$ cat config.mk
export PLATFORM = sky130hd
export DESIGN_NAME = color_key_span_extractor_unit_flat
export DESIGN_NICKNAME = d
export VERILOG_FILES = /design/src/sv/cks_pkg.sv /design/src/sv/cks_pixel_if.sv /design/src/sv/cks_result_if.sv /design/src/sv/cks_cfg_if.sv /design/src/sv/cks_key_match.sv /design/src/sv/cks_result_queue.sv /design/src/sv/cks_span_track.sv /design/src/sv/color_key_span_extractor_unit.sv /design/src/flat_wrapper.sv
export VERILOG_INCLUDE_DIRS = /design/src /design/src/sv
export SDC_FILE = /design/constraint.sdc
export NUM_CORES = 1
export LEC_CHECK = 0
export ABC_AREA = 1
export BUFFER_PORTS_ARGS = -buffer_cell sky130_fd_sc_hd__buf_2
export CORE_ASPECT_RATIO = 0.6
export CORE_MARGIN = 8
export CORE_UTILIZATION = 30
export CTS_CLUSTER_DIAMETER = 50
export DETAILED_ROUTE_END_ITERATION = 10
export PLACE_DENSITY = 0.44
export SYNTH_ARGS = -nofsm -noshare
export SYNTH_HDL_FRONTEND = slang
export SYNTH_SLANG_ARGS = --single-unit
$ cat constraint.sdc
create_clock -name clk -period 15.53 [get_ports clk]
set_clock_uncertainty 0.15 [all_clocks]
set_input_delay 2.3295 -clock clk [delete_from_list [all_inputs] [get_ports clk]]
set_output_delay 2.3295 -clock clk [all_outputs]
set_load 0.01 [all_outputs]
$ cat src/sv/color_key_span_extractor_unit_macros.svh
// assertion macros for the colour key span extractor
// no dependencies; included by the top level only
`ifndef COLOR_KEY_SPAN_EXTRACTOR_UNIT_MACROS_SVH
`define COLOR_KEY_SPAN_EXTRACTOR_UNIT_MACROS_SVH
`ifndef ASSERT_OFF
// property that must hold on every clock edge outside reset
`define CKS_ASSERT(label, clk, rst, expr) \
  label: assert property (@(posedge clk) disable iff (rst) (expr)) \
    else $error("cks assertion failed");
// implication checked on every clock edge outside reset
`define CKS_ASSERT_IMPL(label, clk, rst, ante, cons) \
  label: assert property (@(posedge clk) disable iff (rst) (ante) |-> (cons)) \
    else $error("cks assertion failed");
`else
`define CKS_ASSERT(label, clk, rst, expr)
`define CKS_ASSERT_IMPL(label, clk, rst, ante, cons)
`endif
`endif

$ cat src/sv/cks_pkg.sv
// shared constants, types and helpers of the colour key span extractor
// no dependencies; used by every other file but the macros header
`default_nettype none
package cks_pkg;

  localparam int MAX_DIM    = 4096;
  localparam int POS_W      = $clog2(MAX_DIM);
  localparam int DIM_W      = POS_W + 1;
  localparam int PIX_W      = 24;
  localparam int COUNT_W    = 23;
  localparam int CFG_IDX_W  = 3;
  localparam int CFG_DATA_W = 24;

  localparam logic [COUNT_W-1:0] COUNT_MAX = '1;

  // register indexes of the configuration port
  localparam logic [CFG_IDX_W-1:0] CFG_PIXEL_FORMAT  = 3'd0;
  localparam logic [CFG_IDX_W-1:0] CFG_KEY_COLOR     = 3'd1;
  localparam logic [CFG_IDX_W-1:0] CFG_EMIT_KEY_RUNS = 3'd2;
  localparam logic [CFG_IDX_W-1:0] CFG_IMAGE_WIDTH   = 3'd3;
  localparam logic [CFG_IDX_W-1:0] CFG_IMAGE_HEIGHT  = 3'd4;

  // pixel format codes
  localparam logic [1:0] FMT_RGB555 = 2'd0;
  localparam logic [1:0] FMT_BGR24  = 2'd1;

  // result kinds
  localparam logic ITEM_SPAN    = 1'b0;
  localparam logic ITEM_SUMMARY = 1'b1;

  typedef struct packed {
    logic [1:0]       pixel_format;
    logic [PIX_W-1:0] key_color;
    logic             emit_key_runs;
    logic [DIM_W-1:0] image_width;
    logic [DIM_W-1:0] image_height;
  } cfg_t;

  typedef struct packed {
    logic               item_kind;
    logic [POS_W-1:0]   span_start;
    logic [DIM_W-1:0]   span_end;
    logic [POS_W-1:0]   span_row;
    logic [DIM_W-1:0]   box_left;
    logic [DIM_W-1:0]   box_top;
    logic [DIM_W-1:0]   box_right;
    logic [DIM_W-1:0]   box_bottom;
    logic               box_empty;
    logic [COUNT_W-1:0] span_count;
    logic               last_of_step;
  } result_t;

  // results handed from the span tracker to the output queue
  typedef struct packed {
    logic [1:0] n;
    result_t    res0;
    result_t    res1;
  } push_t;

  // output queue status
  typedef struct packed {
    logic [1:0] count;
    logic [1:0] room;
  } q_stat_t;

  // a dimension of zero acts as one, anything beyond the maximum acts as the maximum
  function automatic logic [DIM_W-1:0] clamp_dim(input logic [DIM_W-1:0] v);
    logic [DIM_W-1:0] r;
    r = v;
    if (v == '0) begin
      r = DIM_W'(1);
    end else if (v > DIM_W'(MAX_DIM)) begin
      r = DIM_W'(MAX_DIM);
    end
    return r;
  endfunction

endpackage
`default_nettype wire

$ cat src/sv/cks_pixel_if.sv
// pixel input channel of the colour key span extractor
// depends on cks_pkg
`default_nettype none
interface cks_pixel_if;
  import cks_pkg::*;
  logic             valid;
  logic             ready;
  logic [PIX_W-1:0] pixel_value;
  modport source (output valid, output pixel_value, input ready);
  modport sink   (input valid, input pixel_value, output ready);
endinterface
`default_nettype wire

$ cat src/sv/cks_result_if.sv
// result output channel of the colour key span extractor
// depends on cks_pkg
`default_nettype none
interface cks_result_if;
  import cks_pkg::*;
  logic               valid;
  logic               ready;
  logic               item_kind;
  logic [POS_W-1:0]   span_start;
  logic [DIM_W-1:0]   span_end;
  logic [POS_W-1:0]   span_row;
  logic [DIM_W-1:0]   box_left;
  logic [DIM_W-1:0]   box_top;
  logic [DIM_W-1:0]   box_right;
  logic [DIM_W-1:0]   box_bottom;
  logic               box_empty;
  logic [COUNT_W-1:0] span_count;
  logic               last_of_step;
  modport source (output valid, output item_kind, output span_start, output span_end,
                  output span_row, output box_left, output box_top, output box_right,
                  output box_bottom, output box_empty, output span_count,
                  output last_of_step, input ready);
  modport sink   (input valid, input item_kind, input span_start, input span_end,
                  input span_row, input box_left, input box_top, input box_right,
                  input box_bottom, input box_empty, input span_count,
                  input last_of_step, output ready);
endinterface
`default_nettype wire

$ cat src/sv/cks_cfg_if.sv
// configuration write channel of the colour key span extractor
// depends on cks_pkg
`default_nettype none
interface cks_cfg_if;
  import cks_pkg::*;
  logic                  valid;
  logic                  ready;
  logic [CFG_IDX_W-1:0]  index;
  logic [CFG_DATA_W-1:0] data;
  modport source (output valid, output index, output data, input ready);
  modport sink   (input valid, input index, input data, output ready);
endinterface
`default_nettype wire

$ cat src/sv/cks_key_match.sv
// key colour compare and run polarity select
// depends on cks_pkg
`default_nettype none
module cks_key_match (
  input  logic [cks_pkg::PIX_W-1:0] pixel,
  input  cks_pkg::cfg_t             cfg,
  output logic                      sel
);
  import cks_pkg::*;

  logic [15:0] key555;
  logic        key_hit;

  always_comb begin
    // key is 0x00BBGGRR, pixel bytes are blue low, red high
    key555 = {1'b0, cfg.key_color[7:3], cfg.key_color[15:11], cfg.key_color[23:19]};
    if (cfg.pixel_format == FMT_RGB555) begin
      key_hit = (pixel[15:0] == key555);
    end else begin
      key_hit = (pixel[7:0] == cfg.key_color[23:16]) &&
                (pixel[15:8] == cfg.key_color[15:8]) &&
                (pixel[23:16] == cfg.key_color[7:0]);
    end
    sel = cfg.emit_key_runs ? key_hit : !key_hit;
  end

endmodule
`default_nettype wire

$ cat src/sv/cks_result_queue.sv
// two-entry output queue, takes up to two results per cycle, gives one
// depends on cks_pkg
`default_nettype none
module cks_result_queue (
  input  logic              clk,
  input  logic              rst,
  input  cks_pkg::push_t    push,
  input  logic              pop,
  output cks_pkg::result_t  head,
  output logic              head_valid,
  output cks_pkg::q_stat_t  stat
);
  import cks_pkg::*;

  result_t    slot0;
  result_t    slot1;
  result_t    slot0_next;
  result_t    slot1_next;
  logic [1:0] count;
  logic [1:0] count_next;
  logic [1:0] kept;
  logic       take;
  result_t    keep0;

  always_comb begin
    take       = pop && (count != 2'd0);
    kept       = count - {1'b0, take};
    keep0      = take ? slot1 : slot0;
    slot0_next = slot0;
    slot1_next = slot1;
    case (kept)
      2'd0: begin
        slot0_next = push.res0;
        slot1_next = push.res1;
      end
      2'd1: begin
        slot0_next = keep0;
        slot1_next = push.res0;
      end
      default: begin
        slot0_next = slot0;
        slot1_next = slot1;
      end
    endcase
    count_next = kept + push.n;
  end

  always_ff @(posedge clk) begin
    if (rst) begin
      count <= 2'd0;
    end else begin
      count <= count_next;
    end
  end

  always_ff @(posedge clk) begin
    slot0 <= slot0_next;
    slot1 <= slot1_next;
  end

  assign head       = slot0;
  assign head_valid = (count != 2'd0);
  assign stat.count = count;
  assign stat.room  = 2'd2 - count + {1'b0, take};

endmodule
`default_nettype wire

$ cat src/sv/cks_span_track.sv
// input register, run tracking, bounding box and frame summary
// depends on cks_pkg and cks_key_match
`default_nettype none
module cks_span_track (
  input  logic                      clk,
  input  logic                      rst,
  input  cks_pkg::cfg_t             cfg,
  input  logic                      in_valid,
  input  logic [cks_pkg::PIX_W-1:0] in_pixel,
  output logic                      in_ready,
  input  logic [1:0]                room,
  output cks_pkg::push_t            push
);
  import cks_pkg::*;

  // input register
  logic             pix_valid;
  logic [PIX_W-1:0] pix;

  // frame state
  logic [DIM_W-1:0]   column;
  logic [DIM_W-1:0]   row;
  logic               in_span;
  logic [POS_W-1:0]   open_start;
  logic [DIM_W-1:0]   bound_left;
  logic [DIM_W-1:0]   bound_top;
  logic [DIM_W-1:0]   bound_right;
  logic [DIM_W-1:0]   bound_bottom;
  logic [COUNT_W-1:0] spans_seen;

  logic [DIM_W-1:0]   column_next;
  logic [DIM_W-1:0]   row_next;
  logic               in_span_next;
  logic [POS_W-1:0]   open_start_next;
  logic [DIM_W-1:0]   bound_left_next;
  logic [DIM_W-1:0]   bound_top_next;
  logic [DIM_W-1:0]   bound_right_next;
  logic [DIM_W-1:0]   bound_bottom_next;
  logic [COUNT_W-1:0] spans_seen_next;

  logic               sel;
  logic [DIM_W-1:0]   w;
  logic [DIM_W-1:0]   h;
  logic [DIM_W:0]     col_inc;
  logic [DIM_W:0]     row_inc;
  logic               row_end;
  logic               frame_end;
  logic               close_mid;
  logic               span_valid;
  logic [POS_W-1:0]   start_eff;
  logic [DIM_W-1:0]   end_eff;
  logic [DIM_W-1:0]   bl_a;
  logic [DIM_W-1:0]   bt_a;
  logic [DIM_W-1:0]   br_a;
  logic [DIM_W-1:0]   bb_a;
  logic [COUNT_W-1:0] cnt_a;
  logic [1:0]         n;
  logic               fire;
  result_t            span_res;
  result_t            sum_res;

  cks_key_match u_match (
    .pixel (pix),
    .cfg   (cfg),
    .sel   (sel)
  );

  always_comb begin
    w         = clamp_dim(cfg.image_width);
    h         = clamp_dim(cfg.image_height);
    col_inc   = (DIM_W+1)'(column) + (DIM_W+1)'(1);
    row_inc   = (DIM_W+1)'(row) + (DIM_W+1)'(1);
    row_end   = (col_inc >= (DIM_W+1)'(w));
    frame_end = row_end && (row_inc >= (DIM_W+1)'(h));

    // a run opening on this pixel starts here
    start_eff  = (sel && !in_span) ? column[POS_W-1:0] : open_start;
    close_mid  = !sel && in_span;
    span_valid = close_mid || (row_end && sel);
    end_eff    = close_mid ? column : col_inc[DIM_W-1:0];

    bl_a  = bound_left;
    bt_a  = bound_top;
    br_a  = bound_right;
    bb_a  = bound_bottom;
    cnt_a = spans_seen;
    if (span_valid) begin
      if (DIM_W'(start_eff) < bound_left) bl_a = DIM_W'(start_eff);
      if (row < bound_top) bt_a = row;
      if (end_eff > bound_right) br_a = end_eff;
      if (row_inc > (DIM_W+1)'(bound_bottom)) bb_a = row_inc[DIM_W-1:0];
      if (spans_seen != COUNT_MAX) cnt_a = spans_seen + COUNT_W'(1);
    end

    span_res              = '0;
    span_res.item_kind    = ITEM_SPAN;
    span_res.span_start   = start_eff;
    span_res.span_end     = end_eff;
    span_res.span_row     = row[POS_W-1:0];

    sum_res               = '0;
    sum_res.item_kind     = ITEM_SUMMARY;
    sum_res.box_left      = bl_a;
    sum_res.box_top       = bt_a;
    sum_res.box_right     = br_a;
    sum_res.box_bottom    = bb_a;
    sum_res.box_empty     = (cnt_a == '0);
    sum_res.span_count    = cnt_a;
    sum_res.last_of_step  = 1'b1;

    n    = {1'b0, span_valid} + {1'b0, frame_end};
    fire = pix_valid && (n <= room);

    span_res.last_of_step = !frame_end;
    push.res0 = span_valid ? span_res : sum_res;
    push.res1 = sum_res;
    push.n    = fire ? n : 2'd0;

    in_span_next    = row_end ? 1'b0 : sel;
    open_start_next = start_eff;
    column_next     = row_end ? '0 : col_inc[DIM_W-1:0];
    row_next        = frame_end ? '0 : (row_end ? row_inc[DIM_W-1:0] : row);
    if (frame_end) begin
      bound_left_next   = DIM_W'(MAX_DIM);
      bound_top_next    = DIM_W'(MAX_DIM);
      bound_right_next  = '0;
      bound_bottom_next = '0;
      spans_seen_next   = '0;
    end else begin
      bound_left_next   = bl_a;
      bound_top_next    = bt_a;
      bound_right_next  = br_a;
      bound_bottom_next = bb_a;
      spans_seen_next   = cnt_a;
    end

    in_ready = !pix_valid || fire;
  end

  always_ff @(posedge clk) begin
    if (rst) begin
      pix_valid    <= 1'b0;
      column       <= '0;
      row          <= '0;
      in_span      <= 1'b0;
      open_start   <= '0;
      bound_left   <= DIM_W'(MAX_DIM);
      bound_top    <= DIM_W'(MAX_DIM);
      bound_right  <= '0;
      bound_bottom <= '0;
      spans_seen   <= '0;
    end else begin
      if (in_ready) begin
        pix_valid <= in_valid;
      end
      if (fire) begin
        column       <= column_next;
        row          <= row_next;
        in_span      <= in_span_next;
        open_start   <= open_start_next;
        bound_left   <= bound_left_next;
        bound_top    <= bound_top_next;
        bound_right  <= bound_right_next;
        bound_bottom <= bound_bottom_next;
        spans_seen   <= spans_seen_next;
      end
    end
  end

  always_ff @(posedge clk) begin
    if (in_ready && in_valid) begin
      pix <= in_pixel;
    end
  end

endmodule
`default_nettype wire

$ cat src/sv/color_key_span_extractor_unit.sv
// top level of the colour key span extractor: configuration registers,
// span tracker and output queue; depends on cks_pkg, the channel
// interfaces, cks_span_track, cks_result_queue and the macros header
//
//   channel  dir  payload                                    request moves
//   pixel    in   pixel_value                                one raster pixel
//   result   out  item_kind, span and box fields, count      one span or summary
//   cfg      in   index, data                                one register write
//
// a pixel is held in the input register, is processed from there and its
// results land in a two-entry output queue; sustained rate is one pixel per
// cycle while the sink is ready, set by the tracker update and one queue pop
// per cycle; a pixel causing a span and the frame summary leaves one result
// waiting in the queue; with the sink ready throughout, the input waits only
// when a later pixel causes two results while that backlog remains
// rst (synchronous) clears position, run, box, count, queue and registers
// a stalled result sink backs up through the queue into the input register
`default_nettype none
`include "color_key_span_extractor_unit_macros.svh"
module color_key_span_extractor_unit (
  input  logic         clk,
  input  logic         rst,
  cks_pixel_if.sink    pixel,
  cks_result_if.source result,
  cks_cfg_if.sink      cfg
);
  import cks_pkg::*;

  cfg_t    cfg_q;
  push_t   push;
  q_stat_t q_stat;
  result_t head;
  logic    head_valid;
  logic    pop;

  // configuration registers, always ready
  assign cfg.ready = 1'b1;

  always_ff @(posedge clk) begin
    if (rst) begin
      cfg_q.pixel_format  <= FMT_BGR24;
      cfg_q.key_color     <= '0;
      cfg_q.emit_key_runs <= 1'b0;
      cfg_q.image_width   <= DIM_W'(640);
      cfg_q.image_height  <= DIM_W'(480);
    end else if (cfg.valid) begin
      unique case (cfg.index)
        CFG_PIXEL_FORMAT:  cfg_q.pixel_format  <= cfg.data[1:0];
        CFG_KEY_COLOR:     cfg_q.key_color     <= cfg.data[PIX_W-1:0];
        CFG_EMIT_KEY_RUNS: cfg_q.emit_key_runs <= cfg.data[0];
        CFG_IMAGE_WIDTH:   cfg_q.image_width   <= cfg.data[DIM_W-1:0];
        CFG_IMAGE_HEIGHT:  cfg_q.image_height  <= cfg.data[DIM_W-1:0];
        default: begin
          // writes beyond the register list are dropped
        end
      endcase
    end
  end

  // run tracking with its input register
  cks_span_track u_track (
    .clk      (clk),
    .rst      (rst),
    .cfg      (cfg_q),
    .in_valid (pixel.valid),
    .in_pixel (pixel.pixel_value),
    .in_ready (pixel.ready),
    .room     (q_stat.room),
    .push     (push)
  );

  // output queue parts the tracker from the result sink
  assign pop = result.valid && result.ready;

  cks_result_queue u_queue (
    .clk        (clk),
    .rst        (rst),
    .push       (push),
    .pop        (pop),
    .head       (head),
    .head_valid (head_valid),
    .stat       (q_stat)
  );

  assign result.valid        = head_valid;
  assign result.item_kind    = head.item_kind;
  assign result.span_start   = head.span_start;
  assign result.span_end     = head.span_end;
  assign result.span_row     = head.span_row;
  assign result.box_left     = head.box_left;
  assign result.box_top      = head.box_top;
  assign result.box_right    = head.box_right;
  assign result.box_bottom   = head.box_bottom;
  assign result.box_empty    = head.box_empty;
  assign result.span_count   = head.span_count;
  assign result.last_of_step = head.last_of_step;

  // queue never holds more than its two entries
  `CKS_ASSERT(a_queue_bound, clk, rst, q_stat.count <= 2'd2)
  // a frame summary always closes the pixel's results
  `CKS_ASSERT_IMPL(a_summary_last, clk, rst, result.valid && result.item_kind == ITEM_SUMMARY, result.last_of_step)
  // every span covers at least one pixel
  `CKS_ASSERT_IMPL(a_span_nonempty, clk, rst, result.valid && result.item_kind == ITEM_SPAN, result.span_end > DIM_W'(result.span_start))
  // the tracker never pushes more results than the queue has room for
  `CKS_ASSERT(a_push_fits, clk, rst, push.n <= q_stat.room)

endmodule
`default_nettype wire

$ cat src/flat_wrapper.sv
// flat-port wrapper written by rule: the top's interface ports become plain ports
module color_key_span_extractor_unit_flat import cks_pkg::*;
  (clk, rst, pixel_valid, pixel_pixel_value, pixel_ready, result_valid, result_item_kind, result_span_start, result_span_end, result_span_row, result_box_left, result_box_top, result_box_right, result_box_bottom, result_box_empty, result_span_count, result_last_of_step, result_ready, cfg_valid, cfg_index, cfg_data, cfg_ready);
  cks_pixel_if pixel_i ();
  cks_result_if result_i ();
  cks_cfg_if cfg_i ();
  input  logic clk;
  input  logic rst;
  input wire logic [$bits(pixel_i.valid)-1:0] pixel_valid;
  input wire logic [$bits(pixel_i.pixel_value)-1:0] pixel_pixel_value;
  output wire logic [$bits(pixel_i.ready)-1:0] pixel_ready;
  output wire logic [$bits(result_i.valid)-1:0] result_valid;
  output wire logic [$bits(result_i.item_kind)-1:0] result_item_kind;
  output wire logic [$bits(result_i.span_start)-1:0] result_span_start;
  output wire logic [$bits(result_i.span_end)-1:0] result_span_end;
  output wire logic [$bits(result_i.span_row)-1:0] result_span_row;
  output wire logic [$bits(result_i.box_left)-1:0] result_box_left;
  output wire logic [$bits(result_i.box_top)-1:0] result_box_top;
  output wire logic [$bits(result_i.box_right)-1:0] result_box_right;
  output wire logic [$bits(result_i.box_bottom)-1:0] result_box_bottom;
  output wire logic [$bits(result_i.box_empty)-1:0] result_box_empty;
  output wire logic [$bits(result_i.span_count)-1:0] result_span_count;
  output wire logic [$bits(result_i.last_of_step)-1:0] result_last_of_step;
  input wire logic [$bits(result_i.ready)-1:0] result_ready;
  input wire logic [$bits(cfg_i.valid)-1:0] cfg_valid;
  input wire logic [$bits(cfg_i.index)-1:0] cfg_index;
  input wire logic [$bits(cfg_i.data)-1:0] cfg_data;
  output wire logic [$bits(cfg_i.ready)-1:0] cfg_ready;
  assign pixel_i.valid = pixel_valid;
  assign pixel_i.pixel_value = pixel_pixel_value;
  assign pixel_ready = pixel_i.ready;
  assign result_valid = result_i.valid;
  assign result_item_kind = result_i.item_kind;
  assign result_span_start = result_i.span_start;
  assign result_span_end = result_i.span_end;
  assign result_span_row = result_i.span_row;
  assign result_box_left = result_i.box_left;
  assign result_box_top = result_i.box_top;
  assign result_box_right = result_i.box_right;
  assign result_box_bottom = result_i.box_bottom;
  assign result_box_empty = result_i.box_empty;
  assign result_span_count = result_i.span_count;
  assign result_last_of_step = result_i.last_of_step;
  assign result_i.ready = result_ready;
  assign cfg_i.valid = cfg_valid;
  assign cfg_i.index = cfg_index;
  assign cfg_i.data = cfg_data;
  assign cfg_ready = cfg_i.ready;
  color_key_span_extractor_unit u_core (.clk(clk), .rst(rst), .pixel(pixel_i), .result(result_i), .cfg(cfg_i));
endmodule
; ---- Word level (Yosys, flattened, before mapping)
; Cells that the tools add are included.
[totals]
ff_bits = 424
in_bits = 56
out_inout_bits = 118
wordCells = 132
[op_classes]
addsub = 8
magnitude_cmp = 9
n_eq_ne = 11
mux = 32
n_reduce_logical = 33
[ops]
columns = cell, count
row1 = case mux 115 bit (2 select lines), 2
row2 = 2-to-1 mux 13 bit, 20
row3 = 2-to-1 mux 115 bit, 2
row4 = 2-to-1 mux 23 bit, 3
row5 = "adder 13 x 1 -> 14 bit, second input constant", 2
row6 = >= comparator 14 x 13 -> 1 bit, 2
row7 = "> comparator 13 bit, second input constant", 2
row8 = logical NOT 13 bit, 2
row9 = equality test 8 bit, 3
row10 = "adder 23 x 1 -> 23 bit, second input constant", 1
row11 = logical NOT 23 bit, 1
row12 = "inequality test 23 bit, second input constant", 1
row13 = equality test 16 x 15 -> 1 bit, 1
row14 = > comparator 14 x 13 -> 1 bit, 1
row15 = AND reduction 2 bit, 7
row16 = > comparator 13 bit, 1
row17 = less-than comparator 12 x 13 -> 1 bit, 1
row18 = less-than comparator 13 bit, 1
row19 = 2-to-1 mux 12 bit, 1
row20 = logical AND 1 bit, 10
row21 = "equality test 3 x 2 -> 1 bit, second input constant", 2
row22 = nonzero test 2 bit, 3
row23 = logical NOT 1 bit, 5
row24 = logical NOT 2 bit, 2
row25 = other kinds (14), 17

; ---- Logic depth before layout (Yosys ltp)
; Gate-level depths: netlist of the first run.
[depth]
depth_word = 14
mapped_depth = 34
ltp_nobuf = 30

; ---- By module
; From an unflattened synthesis of the first run, not the netlist that was laid out.
[unflattened]
cells_unflattened = 3210
hier_area_um2 = 24159.4
[modules_own_cells]
columns = module, instances, cells_per_inst, area_each_um2, seq_area_each_um2
row1 = cks_span_track, 1, 1667, 10710.3, 3022.9
row2 = cks_result_queue, 1, 1024, 10359.9, 6946.7
row3 = color_key_span_extractor_unit, 1, 326, 2302.2, 1061.0
row4 = cks_key_match, 1, 193, 787.0, 0.0

; ---- Least setup slack after synthesis of the first run
; No wires, ideal clock.
[synth_path]
path_kind = in2reg
start = input port result_ready
end = register u_core.u_queue.slot0 (netlist bit u_core.u_queue.head[0]) (enable)
setup_time_ps = 627
arrival_time_ps = 8369
t_required_ps = 14753
setup_slack_ps = 6384
stages = 5
path_buffers = 0
path_cell_list = nand2_1 -> inv_1 -> ha_1 -> inv_1 -> a21oi_1
[synth_via]
elab_chain_cells = 6
elab_cells_between_ends = 8
classes_between = 1 x add/sub / 2 x eq/ne / 5 x reduce/logical
[synth_lines]
columns = item, line_no
row1 = from (decl), flat_wrapper.sv:24  ; input wire logic [$bits(result_i.ready)-1:0] result_ready;
row2 = logical AND 1 bit (*), color_key_span_extractor_unit.sv:73  ; assign pop = result.valid && result.ready;
row3 = logical AND 1 bit (*), cks_result_queue.sv:26  ; take = pop && (count != 2'd0);
row4 = subtractor 2 x 1 -> 2 bit, cks_result_queue.sv:27  ; kept = count - {1'b0, take};
row5 = equality test 2 x 1 -> 1 bit or logical NOT 2 bit (tied branches), cks_result_queue.sv:31  ; case (kept)
row6 = inequality test 2 bit (no line) or nonzero test 2 bit (tied branches), -
row7 = AND reduction 2 bit (no line) (*), -
row8 = to (signal assigned), cks_result_queue.sv:57  ; slot0 <= slot0_next;
row9 = to (decl), cks_result_queue.sv:15  ; result_t slot0;
; Mark *: on every way between the ends. The rest lies on a longest branch, timed or not.
; A chain may end at the register's enable or synchronous reset.

; ---- Worst setup path in the final report of the first run
[layout_path]
start = register u_core.u_track.column[0]
end = output port pixel_ready
[layout_via]
elab_chain_cells = 8
elab_cells_between_ends = 9
classes_between = 2 x add/sub / 2 x order compare / 5 x reduce/logical
[layout_lines]
columns = item, line_no
row1 = from (decl), cks_span_track.sv:21  ; logic [DIM_W-1:0] column;
row2 = from (signal assigned), cks_span_track.sv:157  ; column <= column_next;
row3 = adder 13 x 1 -> 14 bit (*), cks_span_track.sv:71  ; col_inc = (DIM_W+1)'(column) + (DIM_W+1)'(1);
row4 = >= comparator 14 x 13 -> 1 bit (*), cks_span_track.sv:73  ; row_end = (col_inc >= (DIM_W+1)'(w));
row5 = logical AND 1 bit, cks_span_track.sv:79  ; span_valid = close_mid || (row_end && sel);
row6 = logical OR 1 bit, cks_span_track.sv:79
row7 = adder 1 x 1 -> 2 bit (*), cks_span_track.sv:111  ; n = {1'b0, span_valid} + {1'b0, frame_end};
row8 = less-or-equal comparator 2 bit (*), cks_span_track.sv:112  ; fire = pix_valid && (n <= room);
row9 = logical AND 1 bit (*), cks_span_track.sv:112
row10 = logical OR 1 bit (*), cks_span_track.sv:137  ; in_ready = !pix_valid || fire;
row11 = to (decl), flat_wrapper.sv:11  ; output wire logic [$bits(pixel_i.ready)-1:0] pixel_ready;
; Marked as above.

==> results of run 1 <==
## per-layer routing
metal,vias to the layer above,wire (µm)
met4,0,973
met1,8357,36300
met5,-,0
met3,70,4080
met2,486,26600
li1,8560,-
## power by group through the flow
stage	registers (mW)	logic, mW	clock network, mW
CTS	1.50	0.555	1.19
finish	1.50	0.539	1.15
global placement	1.52	0.551	0
detailed placement	1.52	0.553	0
global route	1.51	0.601	1.23
floorplan	1.58	0.289	0
## cell usage in the layout, fill, tap and decap left out, types with 5 or more instances in the layout
cell type and count:
a21oi_1 154, buf_2 171, buf_4 20, clkbuf_1 8
clkbuf_16 51, clkinv_1 14, clkinv_2 7, dfxtp_1 170
edfxtp_1 254, ha_1 84, inv_1 251, inv_2 11
inv_6 7, nand2_1 605, nand2_2 16, nand3_1 147
nand4_1 13, nor2_1 174, nor2_2 5, nor2_4 6
nor3_1 12, nor4_1 11, o211ai_1 14, o21a_1 5
o21ai_0 199, o21ai_1 22, o21ai_2 6, o31ai_1 84
o32ai_1 9, xnor2_1 17, xor2_1 31
## state kept, by name, indices dropped and copies added (netlist names), 13 cells and up
signal / flops
u_core.u_track.spans_seen: 23
u_core.u_track.bound_left: 13
u_core.u_track.pix: 24
u_core.cfg_q: 53
u_core.u_track.row: 13
u_core.u_track.column: 13
u_core.u_queue.head: 115
u_core.u_track.bound_top: 13
u_core.u_track.bound_right: 13
u_core.u_track.bound_bottom: 13
u_core.u_queue.slot1: 115
## synthesized netlist by cell type, drive strengths merged (14+ instances only)
cell type  count  area, µm²
a21oi        155        776
buf           42        253
clkbuf        81        304
dfxtp        170       3400
edfxtp       254       7630
ha            84       1050
inv          264        993
nand2        623       2380
nand3        152        793
nor2         186        764
o211ai        14        105
o21ai        227       1160
o31ai         84        631
xnor2         17        149
xor2          31        272
## metrics by stage
stage / util (%) / cells / cell area [µm²] / hold slack [ns]
5_1_grt: 35.0 / 3549 / 24400 / 0.328
3_5_place_dp: 32.7 / 3458 / 22900 / 0.305
4_1_cts: 35.0 / 3549 / 24400 / 0.315
3_3_place_gp: 32.7 / 3458 / 22900 / 0.302
6_report: 35.0 / 3551 / 24500 / 0.314
2_1_floorplan: - / 2465 / 21200 / 0.294
## tightest hold or removal path: cells and delay by family, from the launching register on
family	cells	cell delay, ns
AO/OA/AOI/OAI	1	0.05
flip-flops	1	0.31
AND/OR/NAND/NOR	1	0.06
## area by class of cell
class	instances	area, µm²
timing repair buffer	192	1030
multi-input combinational	1649	8640
clock buffer	59	1310
fill	7157	45500
clock inverter	32	268
antenna	2	5.00
sequential	424	11000
tap	924	1160
inverter	269	1010
## worst max-delay path by stage
stage / start / end / slack, ns
2_1_floorplan: result_ready / u_core.u_queue.head[0] / 6.38
3_3_place_gp: u_core.u_track.column[0] / pixel_ready / 8.60
5_1_grt: u_core.u_track.column[0] / pixel_ready / 7.45
6_report: u_core.u_track.column[0] / pixel_ready / 7.95
3_5_place_dp: u_core.u_track.column[0] / pixel_ready / 8.55
4_1_cts: u_core.u_track.column[0] / pixel_ready / 7.87
## cell families after synthesis
logic type,Yosys count
compound gates,508
xor+xnor,48
fa+ha+maj,84
buf+inv,392
flops,424
other cells,1
simple gates,1008
==> out/metrics.sh, run 1 <==
RSZ_0062_RAISED_AFTER_GLOBAL_ROUTING='no'
CRITICAL_PATH.CELL_CHAIN='ha_1 > nand2_1 > nor2_1 > nand3_1 > nor2_1 > nand3_1 > xor2_1 > inv_1 > ha_1 > nand2_1 > nor4b_1 > nand2_1 > nand2_1 > nand2_1 > nand3_2 > nand3_4 > nand2_4 > ha_1 > inv_1 > ha_1 > nand2_1 > nand3_1 > buf_2'
CTS.REPAIR.RESIZED=0
INITIAL_UTIL_PCT=30.3
CLOCK.FMAX_GHz=0.132
SYNTH.AREA.MUX_SHARE_PCT=0
TIMING.REG2REG.WORST_PATH_DEPTH=29
DRT_INITIAL_VIOLATIONS=1525
POST-CTS-SETUP-BUFFERS=0
CRITICAL_PATH_BUF_INV_COUNT=3
TIMING.RR.END='u_core.u_track.row[12]'
NUM_CTS_BUFFERS=49
FLOORPLAN.DIE.WIDTH_UM=359
CTS_NUM_SINKS=424
USE_MET3_PCT=2.89
NUMPORTBUFFERS=172
POST_SYNTH_XOR_AREA_FRACTION_PCT=1.98
TOTAL_COUNT_OF_HOLD_CHECK_FAILURES_IN_THE_FINAL_REPORT=0
SYNTH_SIMPLE_GATE_AREA_SHARE_PCT=20.0
DETAILROUTE.VIA_COUNT=17500
RUN_STATUS='finished, final reports clean'
REPORT.POWER.TOTAL_mW=3.19
SYNTH_ENABLE_FLOP_CELLS=254
GRT_UTIL_ALL_LAYERS_PCT=16.5
GRT.MET2_USAGE_PCT=23.0
FINAL_CRITICAL_PATH_SETUP_SLACK_NS=7.95
WORST-SLEW-PIN-TRANSITION_NS=1.04
WHS_ENDPOINT='u_core.u_track.bound_right[2]'
PATH_COMMON_CELL='nand2_1'
GLOBAL_ROUTING_USAGE_ON_MET1_PCT=26.2
YOSYS.CELL_TYPES.COUNT=53
WHS_PATH_DEPTH=2
DETAILED_PLACE_HPWL_UM=47800
DETAIL-ROUTE-ANTENNA-NETS=0
DRV_CAP=0
POWER_SWITCHING_SHARE_PCT=30.6
TOTALNEGATIVESETUPSLACK_NS=0
LAYOUT.NETS=2725
DRIVE_GT1_SHARE_PCT=12.4
POSTSYNTH.ASYNCRESETSHARE_PCT=0
CRITPATHREQUIREDTIME_NS=13.05
ROUTABILITYCONGESTION=0.895
SYNTH_COMPOUND_GATE_AREA_SHARE_PCT=13.6
POSTSYNTHCELLCOUNT=2465
POWER.SHARE.SEQUENTIAL_PCT=46.9
CORE_UM2=69900
INSERTION_DELAY_NS=0.59
DOMINANT_COMBINATIONAL_CELL_FAMILY_BY_AREA_AFTER_SYNTHESIS='simple AND/OR/NAND/NOR gates'
CRITICAL_PATH_ARRIVAL_NS=5.10
FINALMAXSLEWVIOLATIONS=0
GLOBALROUTE.TOTALOVERFLOW=0
HOLDBUFCOUNTCTS=0
WORST_HOLD_STARTPOINT='u_core.u_track.bound_right[2]'
SYNTH_FP_NETS=2605
SETUP_VIOL_COUNT_FINAL=0
BUSIEST_LAYER='met1'
ROOT_BUFFER_SELECTED_BY_CTS='clkbuf_16'
MAX-SLEW-MARGIN-REL_PCT=29.8
PATH_DELAY_FAMILY='simple AND/OR/NAND/NOR gates'
FLOORPLAN.IO_PINS=174
VIASPERCELL=4.92
FIN_CRIT_NS=7.58
MAX-VDD-IR-DROP_V=0.000127
CLK_PATH_BUF_DEPTH=3
WORST-R2R-SETUP-SLACK_NS=9.06
DESIGN.DIE.AREA_UM2=79800
SYN-MEAN-INSTANCE-AREA_UM2=8.61
CRIT_PATH_MAX_FANOUT=40
POSTSYNTH.TOPFLOPCELL='edfxtp_1'
ROW_COUNT=75
MIN-DELAY-PATH-CLASS='flop to flop'
FINAL_MIN_PERIOD_OVER_CLOCK_PERIOD_PCT=48.8
POWER.INTERNAL_mW=2.21
CLK_PIN_SLEW_NS=0.06
POWER-PER-CELL-AREA_nW_PER_UM2=130
WIRE_PER_INST_UM=19.1
CRIT_SLOWEST_CELL='dfxtp_1'
GRT_FIRST_PASS_WIRELENGTH_UM=104000
NUMBER_OF_ANTENNA_VIOLATIONS_AT_THE_FIRST_CHECK_IN_GLOBAL_ROUTING=2
WORST-PATH-STAGES=23
P_CLK_SHARE_PCT=36.2
NUMBER_OF_DESIGN_RULE_VIOLATIONS_LEFT_AFTER_DETAIL_ROUTING=0
DIE-HEIGHT_UM=222
LEAKAGEPOWER_nW=10.2
WL_UM=67900
CTS_TREE='yes'
SYNTH_SEQ_AREA_SHARE_PCT=52.0
CRITICAL_PATH_CLASS='flop to output port'
CTS_MAX_LEVEL=2
YS_WARN_COUNT=0
SWITCHING_POWER_mW=0.977
PRE_CTS_SLACK_NS=8.55
GRT_START_MAX_NET_PINS=230
TIMING.CRITICAL_PATH.FROM_TYPE='flop'
YS_SEQ_ELEMENTS=424
R2R_START='u_core.u_track.column[0]'
POST_SYNTH_INSTANCE_AREA_UM2=21200
CRITICAL_PATH.MAX_STAGE_DELAY_NS=0.46
SYN_TO_FINAL_GROWTH_PCT=15.3
END_KIND='output port'
SYNTH_ADDER_AREA_SHARE_PCT=4.95
DRT-PASS1-ITER-COUNT=8
FIRST_GLOBAL_VIAS=16600
POWER_FRAC_COMB_PCT=16.9
No activity file was read; power rests on OpenSTA's default activity.
==> inputs of run 2 (changes only) <==
--- a/config.mk
+++ b/config.mk
@@ -13,7 +13,7 @@
 export CORE_UTILIZATION = 30
 export CTS_CLUSTER_DIAMETER = 50
 export DETAILED_ROUTE_END_ITERATION = 10
-export PLACE_DENSITY = 0.44
+export PLACE_DENSITY = 0.45
 export SYNTH_ARGS = -nofsm -noshare
 export SYNTH_HDL_FRONTEND = slang
 export SYNTH_SLANG_ARGS = --single-unit
==> constraint.sdc (replaced) <==
create_clock -name clk -period 6.5 [get_ports clk]
set_clock_uncertainty 0.15 [all_clocks]
set_input_delay 0.975 -clock clk [delete_from_list [all_inputs] [get_ports clk]]
set_output_delay 0.975 -clock clk [all_outputs]
set_load 0.01 [all_outputs]
==> out/metrics.sh, run 2 (synthesis results as in run 1) <==
RUN_STATUS='finished, final reports clean'
CRITICAL_PATH_BUF_INV_COUNT=5
FIN_UTIL_PCT=35.0
FIN_CRIT_NS=5.97
CRIT_PATH_MAX_FANOUT=6
POWER.SHARE.SEQUENTIAL_PCT=47.2
RSZ_0062_RAISED_AFTER_GLOBAL_ROUTING='no'
DETAILROUTE.VIA_COUNT=17400
CRITPATHREQUIREDTIME_NS=5.37
CTS_NUM_SINKS=424
DPL-INSTANCE-AREA_UM2=23000
GRT_FIRST_PASS_WIRELENGTH_UM=103000
CTS.REPAIR.RESIZED=0
SWITCHING_POWER_mW=2.31
CRIT_PATH_FROM='u_core.u_track.row[0]'
PATH_DELAY_FAMILY='simple AND/OR/NAND/NOR gates'
CLOCK.FMAX_GHz=0.168
P_CLK_SHARE_PCT=35.8
DRV_CAP=0
WL_UM=66900
LAYOUT_COMMON_CELLS='nand2_1 (606), edfxtp_1 (254), inv_1 (251), o21ai_0 (199), nor2_1 (174)'
TIMING.CRITICAL_PATH.FROM_TYPE='flop'
INITIAL_UTIL_PCT=30.3
CRITICAL_PATH_CLASS='flop to output port'
POWER_FRAC_COMB_PCT=17.0
CLK_PIN_SLEW_NS=0.06
CRITICAL_PATH_ARRIVAL_NS=4.84
CRITICAL_PATH.CELL_CHAIN='ha_1 > nand3_1 > nor2_1 > inv_1 > nor2_1 > nand4_1 > nor2_1 > xor2_1 > ha_1 > nand2_1 > nor2_1 > clkinv_1 > nor2_1 > nor2_1 > nand2_1 > a31o_1 > nand2_1 > inv_2 > ha_1 > ha_1 > inv_1 > o21bai_1 > nand3_1 > buf_2'
ROW_COUNT=75
MAX-VDD-IR-DROP_V=0.000254
FLOORPLAN.DIE.WIDTH_UM=359
FINAL_MIN_PERIOD_OVER_CLOCK_PERIOD_PCT=91.8
WHS_PATH_DEPTH=2
REPORT.POWER.TOTAL_mW=7.59
ROOT_BUFFER_SELECTED_BY_CTS='clkbuf_16'
GLOBALROUTE.TOTALOVERFLOW=0
DETAIL-ROUTE-ANTENNA-NETS=0
VIASPERCELL=4.90
CLK_PATH_BUF_DEPTH=3
CTS_MAX_LEVEL=2
NUMPORTBUFFERS=172
END_KIND='output port'
POWER-PER-CELL-AREA_nW_PER_UM2=310
CORE_UM2=69900
LEAKAGEPOWER_nW=10.3
TOTAL_COUNT_OF_HOLD_CHECK_FAILURES_IN_THE_FINAL_REPORT=0
ROUTABILITYCONGESTION=0.898
SYN_TO_FINAL_GROWTH_PCT=15.5
GRT_START_MAX_NET_PINS=230
FIRST_GLOBAL_VIAS=16600
CRITICAL_PATH.MAX_STAGE_DELAY_NS=0.50
NUMBER_OF_DESIGN_RULE_VIOLATIONS_LEFT_AFTER_DETAIL_ROUTING=0
DRT-PASS1-ITER-COUNT=5
WORST-SLEW-PIN-TRANSITION_NS=1.19
FIN_HOLD_WS_NS=0.313
FINISH.INSTANCE_AREA_UM2=24500
GRT_UTIL_ALL_LAYERS_PCT=16.2
TOTALNEGATIVESETUPSLACK_NS=0
WIRE_PER_INST_UM=18.8
PATH_COMMON_CELL='nor2_1'
CRIT_SLOWEST_CELL='dfxtp_1'
POWER_SWITCHING_SHARE_PCT=30.4
DRT_INITIAL_VIOLATIONS=1599
ANTENNA-DIODE-COUNT=0
R2R_START='u_core.u_track.column[0]'
NUM_CTS_BUFFERS=48
HOLDBUFCOUNTCTS=0
FINALMAXSLEWVIOLATIONS=0
MAX-SLEW-MARGIN-REL_PCT=20.8
DRIVE_GT1_SHARE_PCT=12.6
MIN-DELAY-PATH-CLASS='flop to flop'
SETUP_VIOL_COUNT_FINAL=0
MOSTFREQUENTLAYOUTCELL='nand2_1'
CTS_TREE='yes'
TIMING.REG2REG.WORST_PATH_DEPTH=24
FLOORPLAN.IO_PINS=174
DESIGN.DIE.AREA_UM2=79800
LAYOUT.NETS=2734
POST-CTS-SETUP-BUFFERS=0
DETAILED_PLACE_HPWL_UM=47400
NUMBER_OF_ANTENNA_VIOLATIONS_AT_THE_FIRST_CHECK_IN_GLOBAL_ROUTING=1
POWER.INTERNAL_mW=5.28
WORST-PATH-STAGES=24
WORST_HOLD_STARTPOINT='u_core.u_track.column[11]'
DIE-HEIGHT_UM=222
INSERTION_DELAY_NS=0.60
==> run 2: cell types whose count changed in the layout (fill, tap and decap cells not counted), sizes merged <==
cell / previous run / this run
inv: 271 / 269
clkinv: 23 / 18
buf: 192 / 202
clkbuf: 59 / 64
diode: 2 / 0
==> run 2: per-layer routing <==
| layer | wire length, µm | track usage (%) |
|---|---|---|
| met4 | 1140 | 3.74 |
| met1 | 34600 | 25.1 |
| met3 | 4800 | 3.89 |
| met2 | 26300 | 22.2 |
| met5 | 0 | 0 |
==> run 2: power by group through the flow <==
stage	combinational (mW)	sequential [mW]	clock, mW
after detailed placement	1.32	3.64	0
after floorplan	0.692	3.73	0
after global routing	1.43	3.62	2.91
after CTS	1.32	3.59	2.80
after global placement	1.31	3.63	0
final	1.29	3.58	2.72
==> run 2: through the flow <==
stage | instances | worst slack [ns]
floorplan | 2465 | 1.19
global placement | 3468 | 1.32
detailed placement | 3468 | 1.18
CTS | 3557 | 0.530
global route | 3557 | 0.0425
finish | 3557 | 0.535
==> run 2: worst reg2reg max path: stages, from the launching register on <==
cell     delay, ns
dfxtp_1       0.47
ha_1          0.24
nand2_1       0.08
nor2_1        0.15
nand3_1       0.12
nor2_1        0.24
nand3_1       0.13
xor2_1        0.15
inv_1         0.09
ha_1          0.30
nand2_1       0.07
nor4b_1       0.30
nand2_1       0.08
nand2_1       0.09
nand2_1       0.07
nand3_2       0.17
nand3_4       0.15
nand2_4       0.13
buf_4         0.65
nand2_1       0.23
nor2_2        0.43
inv_1         0.37
nand2_1       0.18
nand3_1       0.08
o31ai_1       0.12
==> run 2: worst paths after layout <==
path                                                  end  slack (ns)
worst min register to register  u_core.u_track.column[11]        0.31
worst max register to register   u_core.u_queue.slot1[41]        1.05
worst max-delay path                          pixel_ready        0.53
worst min-delay path            u_core.u_track.column[11]        0.31
==> run 2: area by class of cell <==
class	count	area, µm²
Sequential cell	424	11000
Fill cell	7224	45400
Tap cell	924	1160
Inverter	269	1010
Clock buffer	64	1310
Timing Repair Buffer	202	1110
Multi-Input combinational cell	1649	8640
Clock inverter	25	231
